### config.mk
export PLATFORM = sky130hd
export DESIGN_NAME = text_line_wrapper_flat
export DESIGN_NICKNAME = d
export VERILOG_FILES = /design/src/rtl/tlw_pkg.sv /design/src/rtl/tlw_ifs.sv /design/src/rtl/tlw_cmd_queue.sv /design/src/rtl/tlw_front.sv /design/src/rtl/tlw_back.sv /design/src/rtl/text_line_wrapper.sv /design/src/flat_wrapper.sv
export SDC_FILE = /design/constraint.sdc
export NUM_CORES = 2
export LEC_CHECK = 0
export ABC_CLOCK_PERIOD_IN_PS = 12300
export BUFFER_PORTS_ARGS = -buffer_cell sky130_fd_sc_hd__buf_2
export CAP_MARGIN = 25
export CELL_PAD_IN_SITES_DETAIL_PLACEMENT = 2
export CELL_PAD_IN_SITES_GLOBAL_PLACEMENT = 2
export CORE_MARGIN = 4
export CORE_UTILIZATION = 56
export CTS_BUF_LIST = sky130_fd_sc_hd__clkbuf_2
export DETAILED_ROUTE_END_ITERATION = 7
export PLACE_DENSITY = 0.95
export SYNTH_ARGS = -nofsm -noshare
export SYNTH_HDL_FRONTEND = slang
export SYNTH_SLANG_ARGS = --single-unit
### constraint.sdc
create_clock -name clk -period 12.3 [get_ports clk]
set_input_delay 0.615 -clock clk [delete_from_list [all_inputs] [get_ports clk]]
set_output_delay 0.615 -clock clk [all_outputs]
set_load 0.02 [all_outputs]
### src/rtl/tlw_pkg.sv
// tlw_pkg: shared types, constants and helpers of the text line wrapper
// used by every rtl file of the block but tlw_ifs; depends on nothing
`default_nettype none

package tlw_pkg;

	// widths sized for the largest supported line store (1024 columns)
	localparam int ADDR_LIM_W = 10;
	localparam int PTR_LIM_W  = 11;
	localparam int CNT_LIM_W  = 11;

	localparam int OUT_BYTES = 8;
	localparam int MIN_COLS  = 5;
	localparam int LEN_RESET = 80;

	localparam logic [7:0] NEWLINE_CHAR = 8'h0A;
	localparam logic [7:0] SPACE_CHAR   = 8'h20;

	typedef enum logic [2:0] {
		CL_PLAIN,
		CL_SPACE,
		CL_PUNCT,
		CL_NEWLINE,
		CL_END
	} char_class_t;

	// emission request: bytes from the ring plus an optional newline
	typedef struct packed {
		logic [PTR_LIM_W-1:0] start;
		logic [CNT_LIM_W-1:0] len;
		logic                 add_nl;
	} cmd_t;

	typedef struct packed {
		logic empty;
		logic full;
	} qstat_t;

	// oldest ring address the back end still has to read
	typedef struct packed {
		logic                 pending;
		logic [PTR_LIM_W-1:0] lo;
	} bstat_t;

	typedef struct packed {
		logic                  en;
		logic [ADDR_LIM_W-1:0] addr;
		logic [7:0]            data;
	} wr_t;

	// ! & * , - . / : ; = ? @ \ _
	function automatic logic is_break_punct(input logic [7:0] c);
		logic r;
		case (c) inside
			8'h21, 8'h26, 8'h2A, 8'h2C, 8'h2D, 8'h2E, 8'h2F,
			8'h3A, 8'h3B, 8'h3D, 8'h3F, 8'h40, 8'h5C, 8'h5F: r = 1'b1;
			default: r = 1'b0;
		endcase
		return r;
	endfunction

endpackage

`default_nettype wire

### src/rtl/tlw_ifs.sv
// tlw_ifs: valid/ready channel interfaces of the text line wrapper
// input characters, packed output results and the line length write port
`default_nettype none

interface tlw_in_if;
	logic       valid;
	logic       ready;
	logic [7:0] text_byte;
	logic       end_of_text;

	modport source (output valid, text_byte, end_of_text, input ready);
	modport sink (input valid, text_byte, end_of_text, output ready);
endinterface

interface tlw_out_if;
	logic       valid;
	logic       ready;
	logic [7:0] out_byte0;
	logic [7:0] out_byte1;
	logic [7:0] out_byte2;
	logic [7:0] out_byte3;
	logic [7:0] out_byte4;
	logic [7:0] out_byte5;
	logic [7:0] out_byte6;
	logic [7:0] out_byte7;
	logic [3:0] byte_count;
	logic       last_of_run;

	modport source (output valid, out_byte0, out_byte1, out_byte2, out_byte3, out_byte4,
		out_byte5, out_byte6, out_byte7, byte_count, last_of_run, input ready);
	modport sink (input valid, out_byte0, out_byte1, out_byte2, out_byte3, out_byte4,
		out_byte5, out_byte6, out_byte7, byte_count, last_of_run, output ready);
endinterface

interface tlw_cfg_if;
	logic       valid;
	logic       ready;
	logic [8:0] line_length;

	modport source (output valid, line_length, input ready);
	modport sink (input valid, line_length, output ready);
endinterface

`default_nettype wire

### src/rtl/tlw_cmd_queue.sv
// tlw_cmd_queue: two-entry queue of emission requests between front and back
// depends on tlw_pkg
`default_nettype none

module tlw_cmd_queue (
	input  logic            clk,
	input  logic            arst_n,
	input  logic            push,
	input  tlw_pkg::cmd_t   push_cmd,
	input  logic            pop,
	output tlw_pkg::cmd_t   head,
	output tlw_pkg::qstat_t qstat
);

	tlw_pkg::cmd_t ent_q [2];
	logic          wp_q;
	logic          rp_q;
	logic [1:0]    cnt_q;

	assign head        = ent_q[rp_q];
	assign qstat.empty = (cnt_q == 2'd0);
	assign qstat.full  = (cnt_q == 2'd2);

	always_ff @(posedge clk or negedge arst_n) begin
		if (!arst_n) begin
			wp_q  <= 1'b0;
			rp_q  <= 1'b0;
			cnt_q <= 2'd0;
		end else begin
			if (push) begin
				wp_q <= ~wp_q;
			end
			if (pop) begin
				rp_q <= ~rp_q;
			end
			if (push && !pop) begin
				cnt_q <= cnt_q + 2'd1;
			end else if (pop && !push) begin
				cnt_q <= cnt_q - 2'd1;
			end
		end
	end

	always_ff @(posedge clk) begin
		if (push) begin
			ent_q[wp_q] <= push_cmd;
		end
	end

endmodule

`default_nettype wire

### src/rtl/tlw_front.sv
// tlw_front: accepts characters, writes them to the ring and decides line breaks
// depends on tlw_pkg and tlw_ifs
`default_nettype none

module tlw_front #(
	parameter int MAX_COLS = 256
) (
	input  logic            clk,
	input  logic            arst_n,
	tlw_in_if.sink          text_in,
	tlw_cfg_if.sink         cfg,
	input  tlw_pkg::qstat_t qstat,
	input  tlw_pkg::bstat_t bstat,
	output logic            cmd_push,
	output tlw_pkg::cmd_t   cmd,
	output tlw_pkg::wr_t    wr
);

	localparam int ADDR_W   = $clog2(MAX_COLS);
	localparam int PTR_W    = ADDR_W + 1;
	localparam int CNT_W    = $clog2(MAX_COLS + 1);
	localparam int LEN_INIT = (tlw_pkg::LEN_RESET > MAX_COLS) ? MAX_COLS : tlw_pkg::LEN_RESET;

	logic [PTR_W-1:0] head_q, head_n, wr_ptr, bound, lead;
	logic [CNT_W-1:0] fill_q, fill_n, fill_p, len_q, cfg_len;
	logic [CNT_W-1:0] sp_q, sp_n, pp_q, pp_n, cut, rest, emit_len;
	logic             sp_v_q, sp_v_n, pp_v_q, pp_v_n;
	logic             emit_nl, emit_req, accept, room, store_ok;
	tlw_pkg::char_class_t cls;

	// room check: the write must not land on bytes still queued for output
	assign wr_ptr        = head_q + PTR_W'(fill_q);
	assign bound         = bstat.pending ? bstat.lo[PTR_W-1:0] : head_q;
	assign lead          = wr_ptr - bound;
	assign room          = ~lead[PTR_W-1];
	assign text_in.ready = room & ~qstat.full;
	assign accept        = text_in.valid & text_in.ready;
	assign cfg.ready     = 1'b1;

	assign store_ok = (fill_q < CNT_W'(MAX_COLS));
	assign fill_p   = store_ok ? fill_q + CNT_W'(1) : fill_q;

	always_comb begin
		if (text_in.end_of_text) begin
			cls = tlw_pkg::CL_END;
		end else if (text_in.text_byte == tlw_pkg::NEWLINE_CHAR) begin
			cls = tlw_pkg::CL_NEWLINE;
		end else if (text_in.text_byte == tlw_pkg::SPACE_CHAR) begin
			cls = tlw_pkg::CL_SPACE;
		end else if (tlw_pkg::is_break_punct(text_in.text_byte)) begin
			cls = tlw_pkg::CL_PUNCT;
		end else begin
			cls = tlw_pkg::CL_PLAIN;
		end
	end

	always_comb begin
		head_n   = head_q;
		fill_n   = fill_p;
		sp_v_n   = sp_v_q;
		sp_n     = sp_q;
		pp_v_n   = pp_v_q;
		pp_n     = pp_q;
		emit_req = 1'b0;
		emit_len = '0;
		emit_nl  = 1'b0;
		cut      = '0;
		rest     = '0;
		unique case (cls)
			tlw_pkg::CL_END: begin
				emit_req = (fill_q != '0);
				emit_len = fill_q;
				head_n   = head_q + PTR_W'(fill_q);
				fill_n   = '0;
				sp_v_n   = 1'b0;
				pp_v_n   = 1'b0;
			end
			tlw_pkg::CL_NEWLINE: begin
				emit_req = 1'b1;
				emit_len = fill_p;
				head_n   = head_q + PTR_W'(fill_p);
				fill_n   = '0;
				sp_v_n   = 1'b0;
				pp_v_n   = 1'b0;
			end
			default: begin
				if (cls == tlw_pkg::CL_SPACE) begin
					sp_v_n = 1'b1;
					sp_n   = fill_q;
				end else if (cls == tlw_pkg::CL_PUNCT) begin
					pp_v_n = 1'b1;
					pp_n   = fill_q;
				end
				if (fill_p >= len_q) begin
					emit_req = 1'b1;
					emit_nl  = 1'b1;
					if (sp_v_n) begin
						// the space itself is dropped
						emit_len = sp_n;
						cut      = sp_n + CNT_W'(1);
					end else if (pp_v_n) begin
						cut      = pp_n + CNT_W'(1);
						emit_len = cut;
					end else begin
						cut      = fill_p;
						emit_len = fill_p;
					end
					rest   = (cut >= fill_p) ? '0 : fill_p - cut;
					head_n = head_q + PTR_W'(cut);
					fill_n = rest;
					if (sp_v_n && pp_v_n && pp_n >= cut && rest != '0) begin
						pp_n = pp_n - cut;
					end else begin
						pp_v_n = 1'b0;
					end
					sp_v_n = 1'b0;
				end
			end
		endcase
	end

	always_comb begin
		if (cfg.line_length < 9'(tlw_pkg::MIN_COLS)) begin
			cfg_len = CNT_W'(tlw_pkg::MIN_COLS);
		end else if ({23'b0, cfg.line_length} > 32'(MAX_COLS)) begin
			cfg_len = CNT_W'(MAX_COLS);
		end else begin
			cfg_len = CNT_W'(cfg.line_length);
		end
	end

	assign cmd_push    = accept & emit_req;
	assign cmd.start   = tlw_pkg::PTR_LIM_W'(head_q);
	assign cmd.len     = tlw_pkg::CNT_LIM_W'(emit_len);
	assign cmd.add_nl  = emit_nl;

	assign wr.en   = accept & (cls != tlw_pkg::CL_END) & store_ok;
	assign wr.addr = tlw_pkg::ADDR_LIM_W'(wr_ptr[ADDR_W-1:0]);
	assign wr.data = text_in.text_byte;

	always_ff @(posedge clk or negedge arst_n) begin
		if (!arst_n) begin
			head_q <= '0;
			fill_q <= '0;
			sp_v_q <= 1'b0;
			sp_q   <= '0;
			pp_v_q <= 1'b0;
			pp_q   <= '0;
			len_q  <= CNT_W'(LEN_INIT);
		end else begin
			if (accept) begin
				head_q <= head_n;
				fill_q <= fill_n;
				sp_v_q <= sp_v_n;
				sp_q   <= sp_n;
				pp_v_q <= pp_v_n;
				pp_q   <= pp_n;
			end
			if (cfg.valid) begin
				len_q <= cfg_len;
			end
		end
	end

endmodule

`default_nettype wire

### src/rtl/tlw_back.sv
// tlw_back: line ring memory, byte reader and result packer with output register
// depends on tlw_pkg and tlw_ifs
`default_nettype none

module tlw_back #(
	parameter int MAX_COLS         = 256,
	parameter int BYTES_PER_RESULT = 8
) (
	input  logic            clk,
	input  logic            arst_n,
	tlw_out_if.source       text_out,
	input  tlw_pkg::qstat_t qstat,
	input  tlw_pkg::cmd_t   q_head,
	output logic            q_pop,
	input  tlw_pkg::wr_t    wr,
	output tlw_pkg::bstat_t bstat
);

	localparam int ADDR_W = $clog2(MAX_COLS);
	localparam int PTR_W  = ADDR_W + 1;
	localparam int CNT_W  = $clog2(MAX_COLS + 1);
	localparam int DEPTH  = 1 << ADDR_W;

	logic [7:0]       mem [DEPTH];
	logic             busy_q, nl_q;
	logic [PTR_W-1:0] rd_ptr_q;
	logic [CNT_W-1:0] rem_q;
	logic             rv_s1, nl_s1, last_s1;
	logic [7:0]       rdata_s1, byte_s1;
	logic [7:0]       pack_q [tlw_pkg::OUT_BYTES];
	logic [3:0]       cnt_q, cnt_inc;
	logic             done_q, plast_q;
	logic [7:0]       out_b_q [tlw_pkg::OUT_BYTES];
	logic [3:0]       out_cnt_q;
	logic             out_last_q, out_v_q;
	logic             out_free, move, fill_done, done_next, issue, rd_mem, issue_last;

	assign out_free   = ~out_v_q | text_out.ready;
	assign move       = done_q & out_free;
	assign cnt_inc    = cnt_q + 4'd1;
	assign fill_done  = (cnt_inc == 4'(BYTES_PER_RESULT)) | last_s1;
	// a read is only issued when its byte can be packed in the next cycle
	assign done_next  = done_q ? ~move : (rv_s1 & fill_done);
	assign issue      = busy_q & ~done_next;
	assign q_pop      = ~busy_q & ~qstat.empty;
	assign rd_mem     = (rem_q != '0);
	assign issue_last = rd_mem ? ((rem_q == CNT_W'(1)) & ~nl_q) : 1'b1;
	assign byte_s1    = nl_s1 ? tlw_pkg::NEWLINE_CHAR : rdata_s1;

	assign bstat.pending = busy_q | ~qstat.empty;
	assign bstat.lo      = busy_q ? tlw_pkg::PTR_LIM_W'(rd_ptr_q) : q_head.start;

	always_ff @(posedge clk or negedge arst_n) begin
		if (!arst_n) begin
			busy_q   <= 1'b0;
			nl_q     <= 1'b0;
			rd_ptr_q <= '0;
			rem_q    <= '0;
			rv_s1    <= 1'b0;
			nl_s1    <= 1'b0;
			last_s1  <= 1'b0;
		end else begin
			if (q_pop) begin
				busy_q   <= 1'b1;
				rd_ptr_q <= q_head.start[PTR_W-1:0];
				rem_q    <= q_head.len[CNT_W-1:0];
				nl_q     <= q_head.add_nl;
			end else if (issue) begin
				if (rd_mem) begin
					rd_ptr_q <= rd_ptr_q + PTR_W'(1);
					rem_q    <= rem_q - CNT_W'(1);
				end else begin
					nl_q <= 1'b0;
				end
				if (issue_last) begin
					busy_q <= 1'b0;
				end
			end
			rv_s1   <= issue;
			nl_s1   <= issue & ~rd_mem;
			last_s1 <= issue & issue_last;
		end
	end

	always_ff @(posedge clk) begin
		if (wr.en) begin
			mem[wr.addr[ADDR_W-1:0]] <= wr.data;
		end
		if (issue && rd_mem) begin
			rdata_s1 <= mem[rd_ptr_q[ADDR_W-1:0]];
		end
	end

	// packer: unused slots stay zero so short results carry zero bytes
	always_ff @(posedge clk or negedge arst_n) begin
		if (!arst_n) begin
			cnt_q   <= 4'd0;
			done_q  <= 1'b0;
			plast_q <= 1'b0;
			out_v_q <= 1'b0;
			for (int i = 0; i < tlw_pkg::OUT_BYTES; i++) begin
				pack_q[i] <= 8'h00;
			end
		end else begin
			if (move) begin
				cnt_q  <= 4'd0;
				done_q <= 1'b0;
				for (int i = 0; i < tlw_pkg::OUT_BYTES; i++) begin
					pack_q[i] <= 8'h00;
				end
			end else if (rv_s1) begin
				pack_q[cnt_q[2:0]] <= byte_s1;
				cnt_q              <= cnt_inc;
				done_q             <= fill_done;
				plast_q            <= last_s1;
			end
			if (move) begin
				out_v_q <= 1'b1;
			end else if (text_out.ready) begin
				out_v_q <= 1'b0;
			end
		end
	end

	always_ff @(posedge clk) begin
		if (move) begin
			out_b_q    <= pack_q;
			out_cnt_q  <= cnt_q;
			out_last_q <= plast_q;
		end
	end

	assign text_out.valid       = out_v_q;
	assign text_out.out_byte0   = out_b_q[0];
	assign text_out.out_byte1   = out_b_q[1];
	assign text_out.out_byte2   = out_b_q[2];
	assign text_out.out_byte3   = out_b_q[3];
	assign text_out.out_byte4   = out_b_q[4];
	assign text_out.out_byte5   = out_b_q[5];
	assign text_out.out_byte6   = out_b_q[6];
	assign text_out.out_byte7   = out_b_q[7];
	assign text_out.byte_count  = out_cnt_q;
	assign text_out.last_of_run = out_last_q;

endmodule

`default_nettype wire

### src/rtl/text_line_wrapper.sv
// text_line_wrapper: greedy word wrap top level; a character enters per cycle
// while the request queue has room and the ring has space. requests are queued,
// taken up by the reader, read byte by byte from the ring into rdata_s1, packed
// and moved to the output register; the back end moves one byte a cycle while
// results are taken, pausing after each result and to take up the next request.
// reset clears all line state, line length is min(80, MAX_COLS); no clearing pass
`default_nettype none

module text_line_wrapper #(
	parameter int MAX_COLS         = 256,
	parameter int BYTES_PER_RESULT = 8
) (
	input logic       clk,
	input logic       arst_n,
	tlw_cfg_if.sink   cfg,
	tlw_in_if.sink    text_in,
	tlw_out_if.source text_out
);

	// request channel between the front and the queue
	logic            cmd_push;
	tlw_pkg::cmd_t   cmd;

	// queue side seen by the back end
	tlw_pkg::cmd_t   q_head;
	logic            q_pop;
	tlw_pkg::qstat_t qstat;

	// ring write from the front, read progress reported by the back
	tlw_pkg::wr_t    wr;
	tlw_pkg::bstat_t bstat;

	// front: classifies each transaction, stores the byte, decides the break
	tlw_front #(
		.MAX_COLS (MAX_COLS)
	) u_front (
		.clk      (clk),
		.arst_n   (arst_n),
		.text_in  (text_in),
		.cfg      (cfg),
		.qstat    (qstat),
		.bstat    (bstat),
		.cmd_push (cmd_push),
		.cmd      (cmd),
		.wr       (wr)
	);

	// short queue so the front keeps taking characters while a line drains
	tlw_cmd_queue u_queue (
		.clk      (clk),
		.arst_n   (arst_n),
		.push     (cmd_push),
		.push_cmd (cmd),
		.pop      (q_pop),
		.head     (q_head),
		.qstat    (qstat)
	);

	// back: reads the ring, appends the newline and packs the results
	tlw_back #(
		.MAX_COLS         (MAX_COLS),
		.BYTES_PER_RESULT (BYTES_PER_RESULT)
	) u_back (
		.clk      (clk),
		.arst_n   (arst_n),
		.text_out (text_out),
		.qstat    (qstat),
		.q_head   (q_head),
		.q_pop    (q_pop),
		.wr       (wr),
		.bstat    (bstat)
	);

endmodule

`default_nettype wire

### src/flat_wrapper.sv
// flat-port wrapper written by rule: the top's interface ports become plain ports
module text_line_wrapper_flat 
#(
	parameter int MAX_COLS         = 256,
	parameter int BYTES_PER_RESULT = 8
)
  (clk, arst_n, cfg_valid, cfg_line_length, cfg_ready, text_in_valid, text_in_text_byte, text_in_end_of_text, text_in_ready, text_out_valid, text_out_out_byte0, text_out_out_byte1, text_out_out_byte2, text_out_out_byte3, text_out_out_byte4, text_out_out_byte5, text_out_out_byte6, text_out_out_byte7, text_out_byte_count, text_out_last_of_run, text_out_ready);
  tlw_cfg_if cfg_i ();
  tlw_in_if text_in_i ();
  tlw_out_if text_out_i ();
  input logic clk;
  input logic arst_n;
  input wire logic [$bits(cfg_i.valid)-1:0] cfg_valid;
  input wire logic [$bits(cfg_i.line_length)-1:0] cfg_line_length;
  output wire logic [$bits(cfg_i.ready)-1:0] cfg_ready;
  input wire logic [$bits(text_in_i.valid)-1:0] text_in_valid;
  input wire logic [$bits(text_in_i.text_byte)-1:0] text_in_text_byte;
  input wire logic [$bits(text_in_i.end_of_text)-1:0] text_in_end_of_text;
  output wire logic [$bits(text_in_i.ready)-1:0] text_in_ready;
  output wire logic [$bits(text_out_i.valid)-1:0] text_out_valid;
  output wire logic [$bits(text_out_i.out_byte0)-1:0] text_out_out_byte0;
  output wire logic [$bits(text_out_i.out_byte1)-1:0] text_out_out_byte1;
  output wire logic [$bits(text_out_i.out_byte2)-1:0] text_out_out_byte2;
  output wire logic [$bits(text_out_i.out_byte3)-1:0] text_out_out_byte3;
  output wire logic [$bits(text_out_i.out_byte4)-1:0] text_out_out_byte4;
  output wire logic [$bits(text_out_i.out_byte5)-1:0] text_out_out_byte5;
  output wire logic [$bits(text_out_i.out_byte6)-1:0] text_out_out_byte6;
  output wire logic [$bits(text_out_i.out_byte7)-1:0] text_out_out_byte7;
  output wire logic [$bits(text_out_i.byte_count)-1:0] text_out_byte_count;
  output wire logic [$bits(text_out_i.last_of_run)-1:0] text_out_last_of_run;
  input wire logic [$bits(text_out_i.ready)-1:0] text_out_ready;
  assign cfg_i.valid = cfg_valid;
  assign cfg_i.line_length = cfg_line_length;
  assign cfg_ready = cfg_i.ready;
  assign text_in_i.valid = text_in_valid;
  assign text_in_i.text_byte = text_in_text_byte;
  assign text_in_i.end_of_text = text_in_end_of_text;
  assign text_in_ready = text_in_i.ready;
  assign text_out_valid = text_out_i.valid;
  assign text_out_out_byte0 = text_out_i.out_byte0;
  assign text_out_out_byte1 = text_out_i.out_byte1;
  assign text_out_out_byte2 = text_out_i.out_byte2;
  assign text_out_out_byte3 = text_out_i.out_byte3;
  assign text_out_out_byte4 = text_out_i.out_byte4;
  assign text_out_out_byte5 = text_out_i.out_byte5;
  assign text_out_out_byte6 = text_out_i.out_byte6;
  assign text_out_out_byte7 = text_out_i.out_byte7;
  assign text_out_byte_count = text_out_i.byte_count;
  assign text_out_last_of_run = text_out_i.last_of_run;
  assign text_out_i.ready = text_out_ready;
  text_line_wrapper #(.MAX_COLS(MAX_COLS), .BYTES_PER_RESULT(BYTES_PER_RESULT)) u_core (.clk(clk), .arst_n(arst_n), .cfg(cfg_i), .text_in(text_in_i), .text_out(text_out_i));
endmodule
==> flow_summary_export.csv, run 1 <==
group,metric,value,unit
outcome,haltStage,"detailed placement",
synth,yosysTopAreaCell,"edfxtp_1",
synth,yosysMostFrequentCell,"edfxtp_1",
synth,synth.area.mux_share,17.5,%
synth,synth_warnings,0,
outcome,error,"[ERROR DPL-0033] detailed placement checks failed during check placement.",
floorplan,dieHeight,415,microns
synth,synth_cell_types,85,
synth,netlist_top_cells_count,"2163 x edfxtp_1, 680 x mux4_2, 416 x nor2_1, 191 x clkbuf_1, 185 x nand2_1",
synth,synth-compound-area-share,2.29,%
place,hpwl,258,mm
place,port_buffers,93,
synth,yosysSeqAreaShare,73.9,%
synth,netlist_area,92800,sq um
floorplan,row_count,149,
floorplan,io_pins,95,
outcome,run_status,"aborted with a tool error",
synth,synth-edff-count,2163,
synth,synth_nets,4681,
floorplan,die_x,415,microns
synth,synth_xor_area_share,0.741,%
synth,syn_area_per_cell,20.2,sq um
synth,synth_fa_ha_area_share,0.868,%
place,place.gp.congestion,0.882,
synth,synth-seq-cells,2308,
synth,synth_simple_gate_area_share,3.43,%
synth,yosys.area.top_type_share,70.0,%
synth,async_flop_share,6.28,%
synth,synthTopCellsByArea,"edfxtp_1 70%, mux4_2 17%, dfrtp_1 3.9%, nor2_1 1.7%, ha_1 0.78%",
synth,netlist_instances,4596,
synth,synth_top_family_by_area,"multiplexers",
synth,ys.flop_type,"edfxtp_1",
floorplan,initial_core_util,56.3,%
-- stage by stage --
| stage | instance area [sq um] | std cells | setup WS [ns] |
|---|---|---|---|
| 3_3_place_gp | 95700 | 6683 | 3.76 |
| 2_1_floorplan | 92800 | 4596 | 5.82 |
-- logic make-up after synthesis --
group                    count (synthesis)
AO/OA/AOI/OAI                          313
XOR/XNOR                                77
adder cells (fa/ha/maj)                 62
buffers and inverters                  317
flip-flops                            2308
multiplexers                           767
other                                    1
AND/OR/NAND/NOR                        751
==> run 2: changes to the inputs <==
CELL_PAD_IN_SITES_DETAIL_PLACEMENT = default   (was 2)
CELL_PAD_IN_SITES_GLOBAL_PLACEMENT = default   (was 2)
CORE_UTILIZATION = 40   (was 56)
CTS_BUF_LIST = default   (was sky130_fd_sc_hd__clkbuf_2)
PLACE_DENSITY = default   (was 0.95)
PLACE_DENSITY_LB_ADDON = 0.15   (was default)
==> flow_summary_export.csv, run 2 <==
group,metric,value,unit
synth,synth-seq-cells,2308,
synth,synth_nets,4681,
setup_path,r2r_slack,5.78,ns
worst_hold_path,hold_class,"input pin to flip-flop",
detailed_routing,first_pass_iters,5,
setup_path,crit_type,"input pin to flip-flop",
timing,rsz0062_at_grt,"false",
global_route,grt_pass1_wl,346,mm
worst_hold_path,holdPathStages,3,
detailed_routing,first_iter_violations,4550,
global_route,grt-ovfl-total,0,
detailed_routing,drt_wl_total,240,mm
floorplan,die_x,490,microns
global_route,grt_start_max_net_pins,201,
layout,final_cell_mix,"2163 x edfxtp_1, 680 x mux4_2, 416 x nor2_1, 234 x clkbuf_16, 185 x nand2_1",
clocking,cts_setup_buffers,0,
place,hpwl,153,mm
global_route,grtUsageTotal,20.1,%
timing,setup_viol,0,
layout,area_growth_syn_to_layout,12.8,%
synth,yosysSeqAreaShare,73.9,%
timing,finalHoldViolCount,0,
setup_path,crit_required,13.08,ns
synth,yosysTopAreaCell,"edfxtp_1",
worst_hold_path,min_to,"u_core.u_front.len_q[4]",
timing,layout_min_cycle_time,7.53,ns
detailed_routing,ant_nets,0,
worst_hold_path,worst_hold_startpoint,"cfg_line_length[4]",
clocking,cts_num_sinks,2308,
synth,synth_cell_types,85,
pwr,p_sw_share,33.6,%
timing,finalSetupTns,0,ns
clocking,clk_latency,0.87,ns
synth,synth-edff-count,2163,
synth,ys.flop_type,"edfxtp_1",
clocking,clk_path_buf_depth,3,
synth,async_flop_share,6.28,%
floorplan,initial_core_util,40.3,%
clocking,htree_levels,4,
floorplan,dieArea,240000,sq um
setup_path,crit_path_top_delay_cell,"or4b_1",
detailed_routing,drc,0,
detailed_routing,viasPerCell,5.66,
setup_path,critical_path_buf_inv_count,4,
global_route,first_global_vias,45700,
pwr,p_seq_share,37.9,%
layout,design_area,105000,sq um
clocking,root_buffer,"clkbuf_16",
synth,synthTopCellsByArea,"edfxtp_1 70%, mux4_2 17%, dfrtp_1 3.9%, nor2_1 1.7%, ha_1 0.78%",
setup_path,setup.worst_path.start_class,"input pin",
timing,relSlewSlack,25.7,%
clocking,cts_tree,"built",
outcome,run_status,"completed",
pwr,p_switching,8350,uW
timing,fmax,133,MHz
synth,syn_area_per_cell,20.2,sq um
global_route,antenna_found_initial,20,
timing,fin_skew,0.0426,ns
clocking,clkTransAtPathRegs,0.06,ns
setup_path,timing.rr.end,"u_core.u_queue.ent_q[0][17]",
synth,netlist_area,92800,sq um
setup_path,worst_path_largest_cell_delay,0.73,ns
detailed_routing,wl_per_cell,30.1,microns
setup_path,crit_family,"compound AO/OA/AOI/OAI gates",
timing,tightest_slew,1.12,ns
floorplan,core,230000,sq um
place,dpl_cell_area,96900,sq um
pwr,internal-power,16500,uW
synth,synth_warnings,0,
layout,layout_commonest_cell,"edfxtp_1",
setup_path,r2r_cells,18,
setup_path,arrival,8.31,ns
pwr,power_frac_clock,28.1,%
synth,netlist_instances,4596,
synth,yosys.area.top_type_share,70.0,%
floorplan,row_count,176,
layout,nNetsFinal,4852,
layout,drive_above_1_share,25.0,%
pwr,combPwrFrac,34.0,%
floorplan,io_pins,95,
timing,period_share,61.2,%
synth,yosysMostFrequentCell,"edfxtp_1",
clocking,numCtsBuffers,232,
pwr,leakagePower,0.0333,uW
setup_path,timing.rr.start,"u_core.u_front.fill_q[0]",
pwr,powerDensity,237,nW/um^2
pwr,ir_drop,0.174,mV
place,place.gp.congestion,0.849,
place,port_buffers,93,
layout,largest_reg_flops,2048,
timing,slew_violations,0,
setup_path,endpoint_kind,"flip-flop",
detailed_routing,via_count,45200,
synth,netlist_top_cells_count,"2163 x edfxtp_1, 680 x mux4_2, 416 x nor2_1, 191 x clkbuf_1, 185 x nand2_1",
setup_path,critPathMaxFanout,80,
layout,post-route-util,45.4,%
flow_run,drv_cap,0,
floorplan,dieHeight,490,microns
==> run 2: cell counts after synthesis <==
Identical to the previous run, type by type.
==> run 2: final cells by class <==
| type | count | area [sq um] |
|---|---|---|
| Fill cell | 19400 | 126000 |
| Sequential cell | 2308 | 68600 |
| Multi-Input combinational cell | 1971 | 23000 |
| Clock buffer | 304 | 6220 |
| Tap cell | 3026 | 3790 |
| Timing Repair Buffer | 192 | 1480 |
| Clock inverter | 123 | 1280 |
| Inverter | 62 | 235 |
| Antenna cell | 4 | 10.0 |
==> run 2: cell families (layout without fill, tap and decap cells) <==
family	after synthesis	in the layout	synth area share, %
flops	2308	2308	73.9
compound gates	313	313	2.29
fa+ha+maj	62	62	0.868
buf+inv	317	681	1.30
other cells	1	5	0.00404
xor+xnor	77	77	0.741
simple gates	751	751	3.43
mux	767	767	17.5
==> run 2: worst max path at each step <==
stage                              start                     end  slack, ns  depth (start not counted)
detailed placement  text_in_text_byte[4]  u_core.u_front.pp_q[7]       3.95                         29
global route        text_in_text_byte[4]  u_core.u_front.pp_q[7]       4.17                         29
floorplan           text_in_text_byte[6]  u_core.u_front.pp_q[7]       5.82                         25
global placement    text_in_text_byte[4]  u_core.u_front.pp_q[7]       4.01                         29
finish              text_in_text_byte[7]  u_core.u_front.pp_q[7]       4.77                         28
CTS                 text_in_text_byte[4]  u_core.u_front.pp_q[7]       4.91                         29
==> run 2: power groups by stage <==
stage / clock, uW / combinational, uW / sequential [uW]
after floorplan: 0 / 5450 / 9420
after global placement: 0 / 8530 / 9590
after detailed placement: 0 / 8540 / 9590
after CTS: 7130 / 8560 / 9430
after global routing: 7470 / 9000 / 9470
final: 6970 / 8440 / 9420
==> run 2: layer usage <==
metal | up-vias | wire length, microns | GRT usage (%)
met5 | - | 0 | 0
met4 | 0 | 5100 | 4.65
met3 | 297 | 16200 | 4.42
met2 | 1472 | 116000 | 32.2
met1 | 24300 | 103000 | 28.3
li1 | 19200 | - | -
==> run 2: timing repair <==
item | in CTS | in global routing
hold endpoints to repair | 38 | 0
hold buffers | 3 | 0
gates resized for setup | 0 | 0
endpoints found under the setup margin | 0 | 0
==> run 2: tightest hold or removal path, cell delays in order <==
cell and delay, ns:
buf_2 0.11, nand3_1 0.10, o21ai_0 0.09
==> run 2: through the flow <==
stage	setup slack (ns)	power (uW)	std cells	hold WS, ns
CTS	4.91	25100	7972	0.00477
global placement	4.01	18100	7535	0.430
floorplan	5.82	14900	4596	0.319
detailed placement	3.95	18100	7542	0.432
global route	4.17	25900	7989	0.0383
finish	4.77	24800	7990	0.0751
(Power assumes the default switching activity.)
